File: src/design/tpc_pkg.sv
// Shared constants and types for the touch point calibration block.
// No dependencies; used by tpc_axis and touch_point_calibrate.

package tpc_pkg;

    localparam int RAW_W   = 12;             // raw converter reading
    localparam int HALF_W  = RAW_W - 1;      // halved reading
    localparam int CAL_W   = 14;             // calibration window registers
    localparam int SIDE_W  = 12;             // panel sides and coordinates
    localparam int ORIENT_W = 3;
    localparam int CFG_IDX_W = 3;
    localparam int CFG_DATA_W = CAL_W;
    localparam int PROD_W  = HALF_W + SIDE_W; // product and quotient width
    localparam int MUL_STEPS = SIDE_W;
    localparam int DIV_STEPS = PROD_W;
    localparam int CNT_W   = $clog2(DIV_STEPS);

    // register indexes of the configuration port
    localparam logic [CFG_IDX_W-1:0] REG_CAL_X_LEFT   = 3'd0;
    localparam logic [CFG_IDX_W-1:0] REG_CAL_X_RIGHT  = 3'd1;
    localparam logic [CFG_IDX_W-1:0] REG_CAL_Y_TOP    = 3'd2;
    localparam logic [CFG_IDX_W-1:0] REG_CAL_Y_BOTTOM = 3'd3;
    localparam logic [CFG_IDX_W-1:0] REG_PANEL_WIDTH  = 3'd4;
    localparam logic [CFG_IDX_W-1:0] REG_PANEL_HEIGHT = 3'd5;
    localparam logic [CFG_IDX_W-1:0] REG_ORIENTATION  = 3'd6;
    localparam logic [CFG_IDX_W-1:0] REG_RAW_MODE     = 3'd7;

    // orientation codes; anything else means no transform
    localparam logic [ORIENT_W-1:0] OR_PORTRAIT       = 3'd0;
    localparam logic [ORIENT_W-1:0] OR_PORTRAIT_FLIP  = 3'd1;
    localparam logic [ORIENT_W-1:0] OR_LANDSCAPE      = 3'd2;
    localparam logic [ORIENT_W-1:0] OR_LANDSCAPE_FLIP = 3'd3;

    // reset values
    localparam logic [CAL_W-1:0]  RST_CAL_LOW  = 14'd0;
    localparam logic [CAL_W-1:0]  RST_CAL_HIGH = 14'd2047;
    localparam logic [SIDE_W-1:0] RST_WIDTH    = 12'd240;
    localparam logic [SIDE_W-1:0] RST_HEIGHT   = 12'd320;

    // start request for one axis unit
    typedef struct packed {
        logic              start;
        logic [HALF_W-1:0] diff;     // reading minus low edge, zero if below it
        logic [SIDE_W-1:0] side;     // panel side for this axis, nonzero
        logic [CAL_W-1:0]  divisor;  // window span, nonzero
    } axis_req_t;

endpackage

File: src/design/tpc_axis.sv
// One calibration axis: bit-serial shift-add multiply, then restoring divide
// one quotient bit per cycle, then clamp to the panel side. Uses tpc_pkg.

module tpc_axis (
    input  logic                         clk,
    input  logic                         rst_n,
    input  tpc_pkg::axis_req_t           req,
    output logic                         busy,
    output logic [tpc_pkg::SIDE_W-1:0]   result
);

    typedef enum logic [1:0] {A_IDLE, A_MUL, A_DIV} astate_t;

    astate_t                      state_reg, state_next;
    logic [tpc_pkg::CNT_W-1:0]    cnt_reg, cnt_next;
    logic [tpc_pkg::PROD_W-1:0]   acc_reg, acc_next;
    logic [tpc_pkg::CAL_W-1:0]    rem_reg, rem_next;
    logic [tpc_pkg::HALF_W-1:0]   mcand_reg, mcand_next;
    logic [tpc_pkg::SIDE_W-1:0]   mplier_reg, mplier_next;
    logic [tpc_pkg::SIDE_W-1:0]   side_reg, side_next;
    logic [tpc_pkg::CAL_W-1:0]    div_reg, div_next;
    logic [tpc_pkg::SIDE_W-1:0]   res_reg, res_next;

    logic [tpc_pkg::CAL_W:0]      shifted;
    logic [tpc_pkg::CAL_W+1:0]    trial;
    logic                         qbit;
    logic [tpc_pkg::PROD_W-1:0]   quot;
    logic [tpc_pkg::SIDE_W-1:0]   limit;

    always_comb
    begin
        shifted = {rem_reg, acc_reg[tpc_pkg::PROD_W-1]};
        trial   = {1'b0, shifted} - {2'b00, div_reg};
        qbit    = ~trial[tpc_pkg::CAL_W+1];
        quot    = {acc_reg[tpc_pkg::PROD_W-2:0], qbit};
        limit   = side_reg - tpc_pkg::SIDE_W'(1);
    end

    always_comb
    begin
        state_next  = state_reg;
        cnt_next    = cnt_reg;
        acc_next    = acc_reg;
        rem_next    = rem_reg;
        mcand_next  = mcand_reg;
        mplier_next = mplier_reg;
        side_next   = side_reg;
        div_next    = div_reg;
        res_next    = res_reg;
        case (state_reg)
            A_IDLE:
            begin
                if (req.start)
                begin
                    mcand_next  = req.diff;
                    mplier_next = req.side;
                    side_next   = req.side;
                    div_next    = req.divisor;
                    acc_next    = '0;
                    cnt_next    = tpc_pkg::CNT_W'(tpc_pkg::MUL_STEPS - 1);
                    state_next  = A_MUL;
                end
            end
            A_MUL:
            begin
                // MSB first: acc = 2*acc + bit*mcand
                acc_next = {acc_reg[tpc_pkg::PROD_W-2:0], 1'b0}
                         + (mplier_reg[tpc_pkg::SIDE_W-1]
                            ? tpc_pkg::PROD_W'(mcand_reg) : '0);
                mplier_next = {mplier_reg[tpc_pkg::SIDE_W-2:0], 1'b0};
                if (cnt_reg == '0)
                begin
                    cnt_next   = tpc_pkg::CNT_W'(tpc_pkg::DIV_STEPS - 1);
                    rem_next   = '0;
                    state_next = A_DIV;
                end
                else
                begin
                    cnt_next = cnt_reg - tpc_pkg::CNT_W'(1);
                end
            end
            A_DIV:
            begin
                // remainder stays below the divisor, so 14 bits hold it
                rem_next = qbit ? trial[tpc_pkg::CAL_W-1:0] : shifted[tpc_pkg::CAL_W-1:0];
                acc_next = quot;
                if (cnt_reg == '0)
                begin
                    res_next   = (quot > tpc_pkg::PROD_W'(limit)) ? limit
                                                                  : quot[tpc_pkg::SIDE_W-1:0];
                    state_next = A_IDLE;
                end
                else
                begin
                    cnt_next = cnt_reg - tpc_pkg::CNT_W'(1);
                end
            end
            default:
            begin
                state_next = A_IDLE;
            end
        endcase
    end

    always_ff @(posedge clk or negedge rst_n)
    begin
        if (!rst_n)
        begin
            state_reg  <= A_IDLE;
            cnt_reg    <= '0;
            acc_reg    <= '0;
            rem_reg    <= '0;
            mcand_reg  <= '0;
            mplier_reg <= '0;
            side_reg   <= '0;
            div_reg    <= '0;
            res_reg    <= '0;
        end
        else
        begin
            state_reg  <= state_next;
            cnt_reg    <= cnt_next;
            acc_reg    <= acc_next;
            rem_reg    <= rem_next;
            mcand_reg  <= mcand_next;
            mplier_reg <= mplier_next;
            side_reg   <= side_next;
            div_reg    <= div_next;
            res_reg    <= res_next;
        end
    end

    assign busy   = (state_reg != A_IDLE);
    assign result = res_reg;

`ifndef SYNTHESIS
    // clamped result never reaches the panel side
    a_res_in_side: assert property (@(posedge clk) disable iff (!rst_n)
        $fell(busy) |-> (res_reg < side_reg))
        else $error("axis result beyond panel side");

    // a start is only honored while idle, and leads straight into the multiply
    a_start_mul: assert property (@(posedge clk) disable iff (!rst_n)
        (!busy && req.start) |=> (state_reg == A_MUL))
        else $error("axis did not start multiply");

    // restoring divide keeps the partial remainder below the divisor
    a_rem_below_div: assert property (@(posedge clk) disable iff (!rst_n)
        (state_reg == A_DIV) |-> (rem_reg < div_reg))
        else $error("axis remainder not below divisor");
`endif

endmodule

File: src/design/touch_point_calibrate.sv
// Top level of the touch point calibration block: configuration registers,
// item sequencing, orientation transform and output register.
// Depends on tpc_pkg and tpc_axis.
//
//  channel   signals                             dir   payload
//  in        in_valid / in_ready                 in    touched, raw_x, raw_y
//  out       out_valid / out_ready               out   point_x, point_y, pressed
//  cfg       cfg_we, cfg_index, cfg_data         in    write only, no handshake
//
// One beat at a time. A calibrated touch is accepted, multiplied and then
// divided in the two serial axis units (both axes run side by side), handed
// off and finished. Raw-mode and untouched beats skip the axis units.
// in_ready rises again once the result sits in the output register; a
// stalled output holds the next finished result in the finish state.
// Reset clears held point, handshake state and restores register defaults.

module touch_point_calibrate (
    input  logic                              clk,
    input  logic                              rst_n,
    input  logic                              in_valid,
    output logic                              in_ready,
    input  logic                              touched,
    input  logic [tpc_pkg::RAW_W-1:0]         raw_x,
    input  logic [tpc_pkg::RAW_W-1:0]         raw_y,
    output logic                              out_valid,
    input  logic                              out_ready,
    output logic [tpc_pkg::SIDE_W-1:0]        point_x,
    output logic [tpc_pkg::SIDE_W-1:0]        point_y,
    output logic                              pressed,
    input  logic                              cfg_we,
    input  logic [tpc_pkg::CFG_IDX_W-1:0]     cfg_index,
    input  logic [tpc_pkg::CFG_DATA_W-1:0]    cfg_data
);

    typedef enum logic [1:0] {S_IDLE, S_CALC, S_FIN} state_t;

    state_t                          state_reg, state_next;
    logic [tpc_pkg::CAL_W-1:0]       xl_reg, xr_reg, yt_reg, yb_reg;
    logic [tpc_pkg::SIDE_W-1:0]      pw_reg, ph_reg;
    logic [tpc_pkg::ORIENT_W-1:0]    orient_reg;
    logic                            raw_mode_reg;
    logic [tpc_pkg::RAW_W-1:0]       rx_reg, rx_next, ry_reg, ry_next;
    logic                            pass_reg, pass_next, calc_reg, calc_next;
    logic [tpc_pkg::SIDE_W-1:0]      held_x_reg, held_x_next, held_y_reg, held_y_next;
    logic                            out_valid_reg, out_valid_next;
    logic [tpc_pkg::SIDE_W-1:0]      out_x_reg, out_x_next, out_y_reg, out_y_next;
    logic                            pressed_reg, pressed_next;

    logic [tpc_pkg::SIDE_W-1:0]      pw_eff, ph_eff, w_side, h_side, wm1, hm1;
    logic [tpc_pkg::HALF_W-1:0]      x_half, y_half;
    logic                            calc_ok;
    tpc_pkg::axis_req_t              x_req, y_req;
    logic                            x_busy, y_busy;
    logic [tpc_pkg::SIDE_W-1:0]      x_res, y_res, px_o, py_o, fin_x, fin_y;
    logic                            fin_ok, out_free;

    // panel sides: zero acts as one, width is the smaller side
    always_comb
    begin
        pw_eff = (pw_reg == '0) ? tpc_pkg::SIDE_W'(1) : pw_reg;
        ph_eff = (ph_reg == '0) ? tpc_pkg::SIDE_W'(1) : ph_reg;
        w_side = (pw_eff > ph_eff) ? ph_eff : pw_eff;
        h_side = (pw_eff > ph_eff) ? pw_eff : ph_eff;
        wm1    = w_side - tpc_pkg::SIDE_W'(1);
        hm1    = h_side - tpc_pkg::SIDE_W'(1);
    end

    always_comb
    begin
        x_half  = raw_x[tpc_pkg::RAW_W-1:1];
        y_half  = raw_y[tpc_pkg::RAW_W-1:1];
        calc_ok = touched && !raw_mode_reg && (xr_reg > xl_reg) && (yb_reg > yt_reg);

        // below the low edge the quotient clamps to zero, same as a zero numerator
        x_req.start   = in_valid && in_ready && calc_ok;
        x_req.diff    = (tpc_pkg::CAL_W'(x_half) < xl_reg) ? '0
                      : x_half - xl_reg[tpc_pkg::HALF_W-1:0];
        x_req.side    = w_side;
        x_req.divisor = xr_reg - xl_reg;

        y_req.start   = in_valid && in_ready && calc_ok;
        y_req.diff    = (tpc_pkg::CAL_W'(y_half) < yt_reg) ? '0
                      : y_half - yt_reg[tpc_pkg::HALF_W-1:0];
        y_req.side    = h_side;
        y_req.divisor = yb_reg - yt_reg;
    end

    tpc_axis u_axis_x (
        .clk    (clk),
        .rst_n  (rst_n),
        .req    (x_req),
        .busy   (x_busy),
        .result (x_res)
    );

    tpc_axis u_axis_y (
        .clk    (clk),
        .rst_n  (rst_n),
        .req    (y_req),
        .busy   (y_busy),
        .result (y_res)
    );

    // orientation transform
    always_comb
    begin
        px_o = x_res;
        py_o = y_res;
        case (orient_reg)
            tpc_pkg::OR_PORTRAIT:
            begin
                py_o = hm1 - y_res;
            end
            tpc_pkg::OR_PORTRAIT_FLIP:
            begin
                px_o = wm1 - x_res;
                py_o = hm1 - y_res;
            end
            tpc_pkg::OR_LANDSCAPE:
            begin
                px_o = hm1 - y_res;
                py_o = wm1 - x_res;
            end
            tpc_pkg::OR_LANDSCAPE_FLIP:
            begin
                px_o = hm1 - y_res;
                py_o = x_res;
            end
            default:
            begin
                px_o = x_res;
                py_o = y_res;
            end
        endcase
        fin_x  = pass_reg ? rx_reg : px_o;
        fin_y  = pass_reg ? ry_reg : py_o;
        fin_ok = (pass_reg || calc_reg) && (fin_x != '0);
    end

    assign out_free = !out_valid_reg || out_ready;
    assign in_ready = (state_reg == S_IDLE);

    always_comb
    begin
        state_next     = state_reg;
        rx_next        = rx_reg;
        ry_next        = ry_reg;
        pass_next      = pass_reg;
        calc_next      = calc_reg;
        held_x_next    = held_x_reg;
        held_y_next    = held_y_reg;
        out_x_next     = out_x_reg;
        out_y_next     = out_y_reg;
        pressed_next   = pressed_reg;
        out_valid_next = out_valid_reg && !out_ready;
        case (state_reg)
            S_IDLE:
            begin
                if (in_valid)
                begin
                    rx_next    = raw_x;
                    ry_next    = raw_y;
                    pass_next  = touched && raw_mode_reg;
                    calc_next  = calc_ok;
                    state_next = S_CALC;
                end
            end
            S_CALC:
            begin
                if (!calc_reg || !x_busy)
                begin
                    state_next = S_FIN;
                end
            end
            S_FIN:
            begin
                if (out_free)
                begin
                    if (fin_ok)
                    begin
                        held_x_next = fin_x;
                        held_y_next = fin_y;
                    end
                    out_x_next     = fin_ok ? fin_x : held_x_reg;
                    out_y_next     = fin_ok ? fin_y : held_y_reg;
                    pressed_next   = fin_ok;
                    out_valid_next = 1'b1;
                    state_next     = S_IDLE;
                end
            end
            default:
            begin
                state_next = S_IDLE;
            end
        endcase
    end

    always_ff @(posedge clk or negedge rst_n)
    begin
        if (!rst_n)
        begin
            state_reg     <= S_IDLE;
            pass_reg      <= 1'b0;
            calc_reg      <= 1'b0;
            held_x_reg    <= '0;
            held_y_reg    <= '0;
            out_valid_reg <= 1'b0;
            rx_reg        <= '0;
            ry_reg        <= '0;
            out_x_reg     <= '0;
            out_y_reg     <= '0;
            pressed_reg   <= 1'b0;
            xl_reg        <= tpc_pkg::RST_CAL_LOW;
            xr_reg        <= tpc_pkg::RST_CAL_HIGH;
            yt_reg        <= tpc_pkg::RST_CAL_LOW;
            yb_reg        <= tpc_pkg::RST_CAL_HIGH;
            pw_reg        <= tpc_pkg::RST_WIDTH;
            ph_reg        <= tpc_pkg::RST_HEIGHT;
            orient_reg    <= tpc_pkg::OR_PORTRAIT;
            raw_mode_reg  <= 1'b0;
        end
        else
        begin
            state_reg     <= state_next;
            pass_reg      <= pass_next;
            calc_reg      <= calc_next;
            held_x_reg    <= held_x_next;
            held_y_reg    <= held_y_next;
            out_valid_reg <= out_valid_next;
            rx_reg        <= rx_next;
            ry_reg        <= ry_next;
            out_x_reg     <= out_x_next;
            out_y_reg     <= out_y_next;
            pressed_reg   <= pressed_next;
            if (cfg_we)
            begin
                case (cfg_index)
                    tpc_pkg::REG_CAL_X_LEFT:   xl_reg <= cfg_data;
                    tpc_pkg::REG_CAL_X_RIGHT:  xr_reg <= cfg_data;
                    tpc_pkg::REG_CAL_Y_TOP:    yt_reg <= cfg_data;
                    tpc_pkg::REG_CAL_Y_BOTTOM: yb_reg <= cfg_data;
                    tpc_pkg::REG_PANEL_WIDTH:  pw_reg <= cfg_data[tpc_pkg::SIDE_W-1:0];
                    tpc_pkg::REG_PANEL_HEIGHT: ph_reg <= cfg_data[tpc_pkg::SIDE_W-1:0];
                    tpc_pkg::REG_ORIENTATION:  orient_reg <= cfg_data[tpc_pkg::ORIENT_W-1:0];
                    tpc_pkg::REG_RAW_MODE:     raw_mode_reg <= cfg_data[0];
                    default:                   raw_mode_reg <= raw_mode_reg;
                endcase
            end
        end
    end

    assign out_valid = out_valid_reg;
    assign point_x   = out_x_reg;
    assign point_y   = out_y_reg;
    assign pressed   = pressed_reg;

`ifndef SYNTHESIS
    // both axis units share one schedule
    a_axes_lockstep: assert property (@(posedge clk) disable iff (!rst_n)
        x_busy == y_busy)
        else $error("axis units out of step");

    // a pressed beat never carries an X of zero
    a_pressed_nonzero: assert property (@(posedge clk) disable iff (!rst_n)
        (out_valid && pressed) |-> (point_x != '0))
        else $error("pressed beat with zero X");

    // one beat in flight: no accept right after an accept
    a_one_in_flight: assert property (@(posedge clk) disable iff (!rst_n)
        (in_valid && in_ready) |=> !in_ready)
        else $error("second beat accepted while busy");

    // a released beat repeats the held point
    a_release_holds: assert property (@(posedge clk) disable iff (!rst_n)
        (state_reg == S_FIN && out_free && !fin_ok) |=>
            (point_x == held_x_reg && point_y == held_y_reg && !pressed))
        else $error("released beat does not repeat held point");
`endif

endmodule
File: config.mk
export PLATFORM = sky130hd
export DESIGN_NAME = touch_point_calibrate
export DESIGN_NICKNAME = d
export VERILOG_FILES = /design/src/design/tpc_pkg.sv /design/src/design/tpc_axis.sv /design/src/design/touch_point_calibrate.sv
export SDC_FILE = /design/constraint.sdc
export NUM_CORES = 1
export LEC_CHECK = 0
export ABC_CLOCK_PERIOD_IN_PS = 10300
export BUFFER_PORTS_ARGS = -buffer_cell sky130_fd_sc_hd__buf_2
export CORE_MARGIN = 4
export CORE_UTILIZATION = 53
export CTS_CLUSTER_SIZE = 20
export DETAILED_ROUTE_END_ITERATION = 16
export PLACE_DENSITY = 0.7
export SETUP_SLACK_MARGIN = 0.02
export SLEW_MARGIN = 20
export SYNTH_ARGS = -nofsm -noshare
export SYNTH_HDL_FRONTEND = slang
export SYNTH_SLANG_ARGS = --single-unit
File: constraint.sdc
create_clock -name clk -period 10.3 [get_ports clk]
set_input_delay 1.545 -clock clk [delete_from_list [all_inputs] [get_ports clk]]
set_output_delay 1.545 -clock clk [all_outputs]
set_load 0.05 [all_outputs]
==> qor.log, run 1 <==
INFO  critical_path  reg2reg_from=pw_reg[1]
INFO  yosys          ys_async_sr_fraction=1.00
INFO  clock_network  clock_sink_count=348
INFO  floorplan      die-width=214um
INFO  critical_path  crit-reg2reg-capture=point_y[4]
INFO  power_and_ir_drop power.ir.vdd_worst=0.132mV
INFO  final_layout   final.fill_count=3610
INFO  clock_network  worst_skew_pair.late_latency=570ps
INFO  floorplan      design.die.area=45600um2
INFO  placement      placement.io_buffers=73
INFO  clock_network  cts.root.buffer_cell=sky130_fd_sc_hd__clkbuf_16
INFO  critical_path  cp.required=10730ps
INFO  yosys          synth_flop_cell=sky130_fd_sc_hd__dfrtp_1
INFO  yosys          yosysSeqAreaShare=0.390
INFO  final_layout   final_util=0.591
INFO  final_layout   stdcell_count=3031
INFO  route          drtIter0Drc=1313
INFO  route          drt_pre_antenna_iters=5
INFO  outcome        status=completed
INFO  global_routing first_pass_grt_wire_length=93900um
INFO  route          number_of_drc_violations_after_detailed_routing=0
INFO  sta            final_max_slew_viol_count=0
INFO  critical_path  crit_path_end_kind=flip-flop
INFO  sta            clock_skew=19.5ps
INFO  placement      place_worst_setup_slack=3980ps
INFO  power_and_ir_drop leak=11.1nW
INFO  final_layout   nNetsFinal=2686
INFO  yosys          synth_cells=2426
INFO  critical_path  setup.reg_to_reg.worst_slack=3790ps
INFO  placement      numPlacedInstances=2958
INFO  sta            timing_worst_slew_pin_value=1080ps
INFO  sta            report.final.hold_viol_count=0
INFO  critical_path  critical_path_class=reg -> reg
INFO  yosys          number_of_synthesized_flops_with_an_enable_pin=0
INFO  critical_path  timing.critical_path.arrival=6940ps
INFO  global_routing grt.total_usage=0.257
INFO  global_routing grt_antenna_before_repair=0
INFO  clock_network  cts.clk_slew.worst_paths=60ps
INFO  placement      place.gp.congestion=0.911
INFO  final_layout   insertedDiodeCount=0
INFO  global_routing grt_max_degree=173
INFO  route          detail_route.vias_per_cell=6.06
INFO  floorplan      start_util=0.536
INFO  clock_network  cts_tree=yes
INFO  placement      postPlaceCellArea=23300um2
INFO  final_layout   area_added_between_synthesis_and_finish=10.4%
INFO  route          routed-via-count=18.4k
INFO  power_and_ir_drop pwr_density_cell=254nW/um2
INFO  yosys          ys.warnings.count=0
INFO  route          routed_wire_length_per_instance=19.4um
INFO  power_and_ir_drop power=6.28mW
INFO  yosys          syn-cell-area=22400um2
INFO  yosys          synth_seq_cells=348
INFO  yosys          synth_area_per_cell=9.24um2
INFO  clock_network  cts_hold_buffers=0
INFO  floorplan      rows=75
INFO  critical_path  cp-start-kind=flip-flop
INFO  floorplan      standard_cell_core_area=41900um2
INFO  clock_network  clock_path_buffers=3
INFO  critical_path  critPathLaunch=pw_reg[1]
INFO  global_routing overflow=0
INFO  final_layout   post_route_cells_drive_above_1_share=0.142
INFO  placement      place_hpwl=42900um
INFO  sta            timing.fmax=154MHz
INFO  critical_path  setup.worst_path.end=point_y[4]
INFO  sta            timing.final.setup_violations=0
INFO  floorplan      boundaryPins=74
INFO  sta            worst_slew_margin_rel=0.282
INFO  yosys          post_synth_num_cell_types=81
INFO  floorplan      die_y=214um
INFO  critical_path  worst-path-max-fanout=34
INFO  global_routing vias_in_the_first_global_route=17.4k
INFO  sta            period_share=0.632
INFO  clock_network  cts_inserted_buffers=40
INFO  sta            rsz_0062_raised_after_global_routing=false
INFO  sta            finalWorstPathRequiredPeriod=6510ps
INFO  clock_network  cts-htree-levels=2
INFO  hold_path      hold_class=reg -> reg
INFO  sta            setup_tns=0ps
INFO  sta            post_route_setup_slack=3790ps
INFO  clock_network  post_cts_setup_repair_buffer_count=0
INFO  final_layout   postLayoutCellArea=24700um2
INFO  critical_path  r2r_cells=20
INFO  clock_network  post_cts.resized_instances=0
INFO  route          ant_nets=0
INFO  job            cap_violations=0
INFO  yosys          mappedNetlistNets=2651
INFO  route          wirelength=58800um
INFO  sta            finalHoldWorstSlack=479ps
## power by group
part / total (mW) / switching (mW) / internal (mW)
clock network: 1.52 / 0.610 / 0.913
logic: 2.80 / 1.70 / 1.10
registers: 1.96 / 0.267 / 1.69
## cells by family after synthesis
logic type               share of synthesized area
multiplexers                                0.0874
flip-flops                                   0.390
buffers and inverters                       0.0496
AO/OA/AOI/OAI                                0.193
adder cells (fa/ha/maj)                      0.103
AND/OR/NAND/NOR                              0.133
XOR/XNOR                                    0.0442
## cell usage in the layout, fill, tap and decap left out, types with 11 or more instances in the layout
cell and instances:
sky130_fd_sc_hd__buf_4 31, sky130_fd_sc_hd__o22ai_1 38, sky130_fd_sc_hd__and2_1 24, sky130_fd_sc_hd__nor2_1 139, sky130_fd_sc_hd__o211ai_1 15, sky130_fd_sc_hd__a31oi_1 17
sky130_fd_sc_hd__o21ai_0 237, sky130_fd_sc_hd__nand4_1 26, sky130_fd_sc_hd__nand2b_1 26, sky130_fd_sc_hd__ha_1 168, sky130_fd_sc_hd__a22oi_1 34, sky130_fd_sc_hd__dfrtp_1 320
sky130_fd_sc_hd__o31ai_1 21, sky130_fd_sc_hd__xor2_1 55, sky130_fd_sc_hd__mux2i_1 52, sky130_fd_sc_hd__clkbuf_16 40, sky130_fd_sc_hd__a22o_1 11, sky130_fd_sc_hd__o21a_1 18
sky130_fd_sc_hd__o2bb2ai_1 20, sky130_fd_sc_hd__buf_2 72, sky130_fd_sc_hd__mux2_2 107, sky130_fd_sc_hd__nor3_1 42, sky130_fd_sc_hd__nand2_1 249, sky130_fd_sc_hd__a21o_1 45
sky130_fd_sc_hd__nor2b_1 24, sky130_fd_sc_hd__nand3_1 34, sky130_fd_sc_hd__xnor2_1 58, sky130_fd_sc_hd__nor4_1 15, sky130_fd_sc_hd__o311ai_0 12, sky130_fd_sc_hd__and3_1 15
sky130_fd_sc_hd__clkbuf_8 13, sky130_fd_sc_hd__mux2_4 14, sky130_fd_sc_hd__a21oi_1 132, sky130_fd_sc_hd__inv_1 175, sky130_fd_sc_hd__dfstp_2 28
## synth_stat cells, types with 34 or more instances
master                       n  share of area
sky130_fd_sc_hd__inv_1     175          0.029
sky130_fd_sc_hd__nor2_1    140          0.023
sky130_fd_sc_hd__nor3_1     44         0.0098
sky130_fd_sc_hd__dfrtp_1   320           0.36
sky130_fd_sc_hd__mux2_2    107          0.054
sky130_fd_sc_hd__a22oi_1    34          0.011
sky130_fd_sc_hd__xnor2_1    58          0.023
sky130_fd_sc_hd__o22ai_1    38          0.011
sky130_fd_sc_hd__a21o_1     45          0.015
sky130_fd_sc_hd__xor2_1     55          0.021
sky130_fd_sc_hd__mux2i_1    52          0.023
sky130_fd_sc_hd__ha_1      168          0.094
sky130_fd_sc_hd__nand3_1    34         0.0076
sky130_fd_sc_hd__nand2_1   249          0.042
sky130_fd_sc_hd__a21oi_1   132          0.029
sky130_fd_sc_hd__o21ai_0   240          0.054
sky130_fd_sc_hd__clkbuf_1   97          0.016
## layer usage
| layer | vias to the layer above | global-route usage | wire (um) |
|---|---|---|---|
| li1 | 8720 | - | - |
| met1 | 9019 | 0.372 | 27000 |
| met2 | 533 | 0.407 | 26800 |
| met3 | 99 | 0.0369 | 3450 |
| met4 | 0 | 0.0757 | 1500 |
| met5 | - | 0 | 0 |
## final cells by class
cell class / count / area (um2) / area share
sequential: 348 / 8740 / 0.353
timing repair buffer: 105 / 628 / 0.0254
clock inverter: 17 / 220 / 0.00890
clock buffer: 56 / 1190 / 0.0481
tap: 539 / 674 / 0.0273
multi-input combinational: 1789 / 12600 / 0.510
inverter: 177 / 664 / 0.0269
## how the worst min path moves through the flow
stage | slack (ps) | cells after the start | endpoint | from
finish | 480 | 2 | u_axis_x.mcand_reg[2] | u_axis_x.mcand_reg[2]
floorplan | 430 | 2 | u_axis_x.mcand_reg[10] | u_axis_x.mcand_reg[10]
global placement | 460 | 2 | u_axis_y.mcand_reg[1] | u_axis_y.mcand_reg[1]
detailed placement | 470 | 2 | u_axis_x.mcand_reg[2] | u_axis_x.mcand_reg[2]
CTS | 480 | 2 | u_axis_x.mcand_reg[2] | u_axis_x.mcand_reg[2]
global route | 500 | 1 | state_reg[0] | state_reg[1]
## critical path, cell delays in order, from the launching register on
cell and delay, ps:
sky130_fd_sc_hd__dfrtp_1 430, sky130_fd_sc_hd__nor4_1 400, sky130_fd_sc_hd__a31oi_1 230, sky130_fd_sc_hd__ha_1 250, sky130_fd_sc_hd__nor2b_1 100, sky130_fd_sc_hd__o211ai_1 90
sky130_fd_sc_hd__a21o_1 190, sky130_fd_sc_hd__a21oi_4 740, sky130_fd_sc_hd__mux2i_1 280, sky130_fd_sc_hd__ha_1 280, sky130_fd_sc_hd__fa_1 430, sky130_fd_sc_hd__a21o_1 180
sky130_fd_sc_hd__a211oi_1 300, sky130_fd_sc_hd__nor3_1 80, sky130_fd_sc_hd__a2111oi_0 630, sky130_fd_sc_hd__o211ai_1 140, sky130_fd_sc_hd__a2111oi_0 420, sky130_fd_sc_hd__o2111ai_1 250
sky130_fd_sc_hd__nand2_1 170, sky130_fd_sc_hd__nand3b_4 360, sky130_fd_sc_hd__mux2_4 420
(Power assumes the default switching activity.)
==> inputs of run 2 (changes only) <==
Settings changed: ABC_CLOCK_PERIOD_IN_PS 10300 to 5200, PLACE_DENSITY 0.7 to 0.72.
Clock period 10.3 ns to 5.2 ns, I/O delays scaled along.
==> run 2 against run 1 <==
Effect of this change:
- largest cell class unchanged
- sequential power up 97%
- largest power group unchanged
- design area up 3.9%
- clock power up 87%
- global-route usage up 0.74 points
- register-to-register slack worse by 3800 ps
- wire length up 4.2%
==> qor.log, run 2 (synthesis results as in run 1) <==
INFO  floorplan      die_y=214um [unchanged]
INFO  route          wl_met3=3730um [+8.1%]
INFO  floorplan      design.die.area=45600um2 [unchanged]
INFO  final_layout   layout.cells.most_common=sky130_fd_sc_hd__dfrtp_1
INFO  sta            post_route_setup_slack=34.7ps [-3760 ps]
INFO  sta            period_share=0.993 [+0.362]
INFO  global_routing grt_antenna_before_repair=1 [+1]
INFO  final_layout   insertedDiodeCount=0 [unchanged]
INFO  route          drt_pre_antenna_iters=5 [unchanged]
INFO  sta            final_max_slew_viol_count=0 [unchanged]
INFO  floorplan      standard_cell_core_area=41900um2 [unchanged]
INFO  floorplan      start_util=0.536 [unchanged]
INFO  critical_path  crit_path_end_kind=flip-flop
INFO  critical_path  timing.critical_path.arrival=5610ps [-1330 ps]
INFO  critical_path  worst-path-max-fanout=8 [-76%]
INFO  job            cap_violations=0 [unchanged]
INFO  global_routing grt.total_usage=0.264 [+0.00741]
INFO  floorplan      boundaryPins=74 [unchanged]
INFO  hold_path      hold_class=in -> async
INFO  final_layout   area_added_between_synthesis_and_finish=14.7%
INFO  final_layout   mostFrequentLayoutCells=sky130_fd_sc_hd__dfrtp_1, sky130_fd_sc_hd__nand2_1, sky130_fd_sc_hd__o21ai_0, sky130_fd_sc_hd__inv_1, sky130_fd_sc_hd__ha_1
INFO  clock_network  cts.root.buffer_cell=sky130_fd_sc_hd__clkbuf_16
INFO  global_routing grt_max_degree=111 [-36%]
INFO  route          ant_nets=0 [unchanged]
INFO  critical_path  timing.critical_path.slowest_cell_delay=550ps [-190 ps]
INFO  clock_network  clock_sink_count=348 [unchanged]
INFO  global_routing first_pass_grt_wire_length=97000um [+3.3%]
INFO  final_layout   final.fill_count=3537 [-2.0%]
INFO  final_layout   final_util=0.614 [+0.0230]
INFO  sta            worst_slew_margin_rel=0.372 [+0.0896]
INFO  power_and_ir_drop power.ir.vdd_worst=0.224mV [+70%]
INFO  final_layout   multi_input_combinational_cell_area=12800um2 [+1.8%]
INFO  route          metal_1_wl=27700um [+2.7%]
INFO  route          routed_wire_length_per_instance=19.6um [+0.94%]
INFO  clock_network  clock_path_buffers=3 [unchanged]
INFO  critical_path  cp-start-kind=flip-flop
INFO  sta            finalWorstPathRequiredPeriod=5170ps [-1340 ps]
INFO  floorplan      die-width=214um [unchanged]
INFO  final_layout   register_area=8740um2 [unchanged]
INFO  route          wirelength=61300um [+4.2%]
INFO  clock_network  cts_tree=yes
INFO  final_layout   nNetsFinal=2786 [+3.7%]
INFO  critical_path  critical_path_class=reg -> reg
INFO  clock_network  cts.clk_slew.worst_paths=60ps [about the same]
INFO  floorplan      rows=75 [unchanged]
INFO  global_routing vias_in_the_first_global_route=18.2k [+4.7%]
INFO  sta            timing_worst_slew_pin_value=942ps [-134 ps]
INFO  route          met2_wirelength=27900um [+4.0%]
INFO  power_and_ir_drop leak=11.6nW [+4.4%]
INFO  outcome        status=completed
INFO  sta            rsz_0062_raised_after_global_routing=true
INFO  power_and_ir_drop pwr_density_cell=511nW/um2 [+100%]
INFO  route          dr.max_layer_used=met5
INFO  clock_network  worst_skew_pair.late_latency=560ps [about the same]
INFO  sta            timing.final.setup_violations=0 [unchanged]
INFO  sta            timing.fmax=194MHz [+26%]
INFO  clock_network  cts-htree-levels=2 [unchanged]
INFO  clock_network  cts_hold_buffers=0 [unchanged]
INFO  sta            report.final.hold_viol_count=0 [unchanged]
INFO  placement      placement.io_buffers=73 [unchanged]
INFO  route          detail_route.vias_per_cell=6.04 [-0.37%]
INFO  route          number_of_drc_violations_after_detailed_routing=0 [unchanged]
INFO  critical_path  cp.required=5640ps [-5090 ps]
INFO  clock_network  cts_inserted_buffers=40 [unchanged]
INFO  sta            clock_skew=9.17ps [-10.4 ps]
INFO  global_routing overflow=0 [unchanged]
INFO  placement      place_hpwl=44500um [+3.7%]
INFO  final_layout   post_route_cells_drive_above_1_share=0.183 [+0.0409]
INFO  critical_path  cp_slowest_cell=sky130_fd_sc_hd__dfstp_2
INFO  route          drtIter0Drc=1446 [+10%]
INFO  route          routed-via-count=18.9k [+2.9%]
INFO  placement      place_worst_setup_slack=-356ps [-4340 ps]
INFO  placement      place.gp.congestion=0.942 [+3.3%]
-- run 2: per-layer routing --
layer | GRT usage | vias to the layer above
met3 | 0.0459 | 115
met2 | 0.415 | 549
met4 | 0.0867 | 2
met1 | 0.376 | 9306
met5 | 0 | -
li1 | - | 8923
-- run 2: final timing paths --
check	start	cells after the start	end	slack, ps
worst max register to register	ph_reg[8]	25	point_y[1]	30
worst min-delay path	rst_n	1	u_axis_x.acc_reg[19]	260
worst min register to register	state_reg[1]	1	state_reg[0]	480
max in group asynchronous	rst_n	2	u_axis_y.div_reg[0]	3770
min in group clk	cfg_data[13]	3	yt_reg[13]	480
worst max-delay path	ph_reg[8]	25	point_y[1]	30
-- run 2: timing repair --
action,in CTS,in global routing
endpoints found under the hold margin,0,0
cloned,0,1
gates resized for setup,13,43
setup buffers,5,11
setup endpoints to repair,24,25
pin swaps,8,5
-- run 2: through the flow --
stage	hold WS (ps)	instances	power (mW)	TNS [ps]	instance area, um2
2_1_floorplan	435	2426	7.89	0	22400
3_3_place_gp	461	3040	9.68	-4330	24000
3_5_place_dp	467	3040	9.85	-7630	24000
4_1_cts	315	3116	12.9	0	25400
5_1_grt	353	3129	14.0	-1180	25700
6_report	261	3129	13.1	0	25700
-- run 2: where the power goes --
group / leakage [nW] / internal (mW) / switching (mW)
clock: 0.635 / 1.70 / 1.14
sequential: 4.37 / 3.35 / 0.519
combinational: 6.55 / 2.77 / 3.65
-- run 2: worst max-delay path, delay by kind of cell (launching register included) --
family                   cells  cell delay (ps)
AND/OR/NAND/NOR              6             1020
multiplexers                 2              510
buffers and inverters        5              640
flip-flops                   1              550
AO/OA/AOI/OAI                9             1480
adder cells (fa/ha/maj)      3              830
-- run 2: layout make-up --
class | instances | area share
Timing Repair Buffer | 205 | 0.0573
Clock buffer | 57 | 0.0434
Sequential cell | 348 | 0.340
Tap cell | 539 | 0.0262
Multi-Input combinational cell | 1789 | 0.500
Clock inverter | 14 | 0.00716
Inverter | 177 | 0.0258
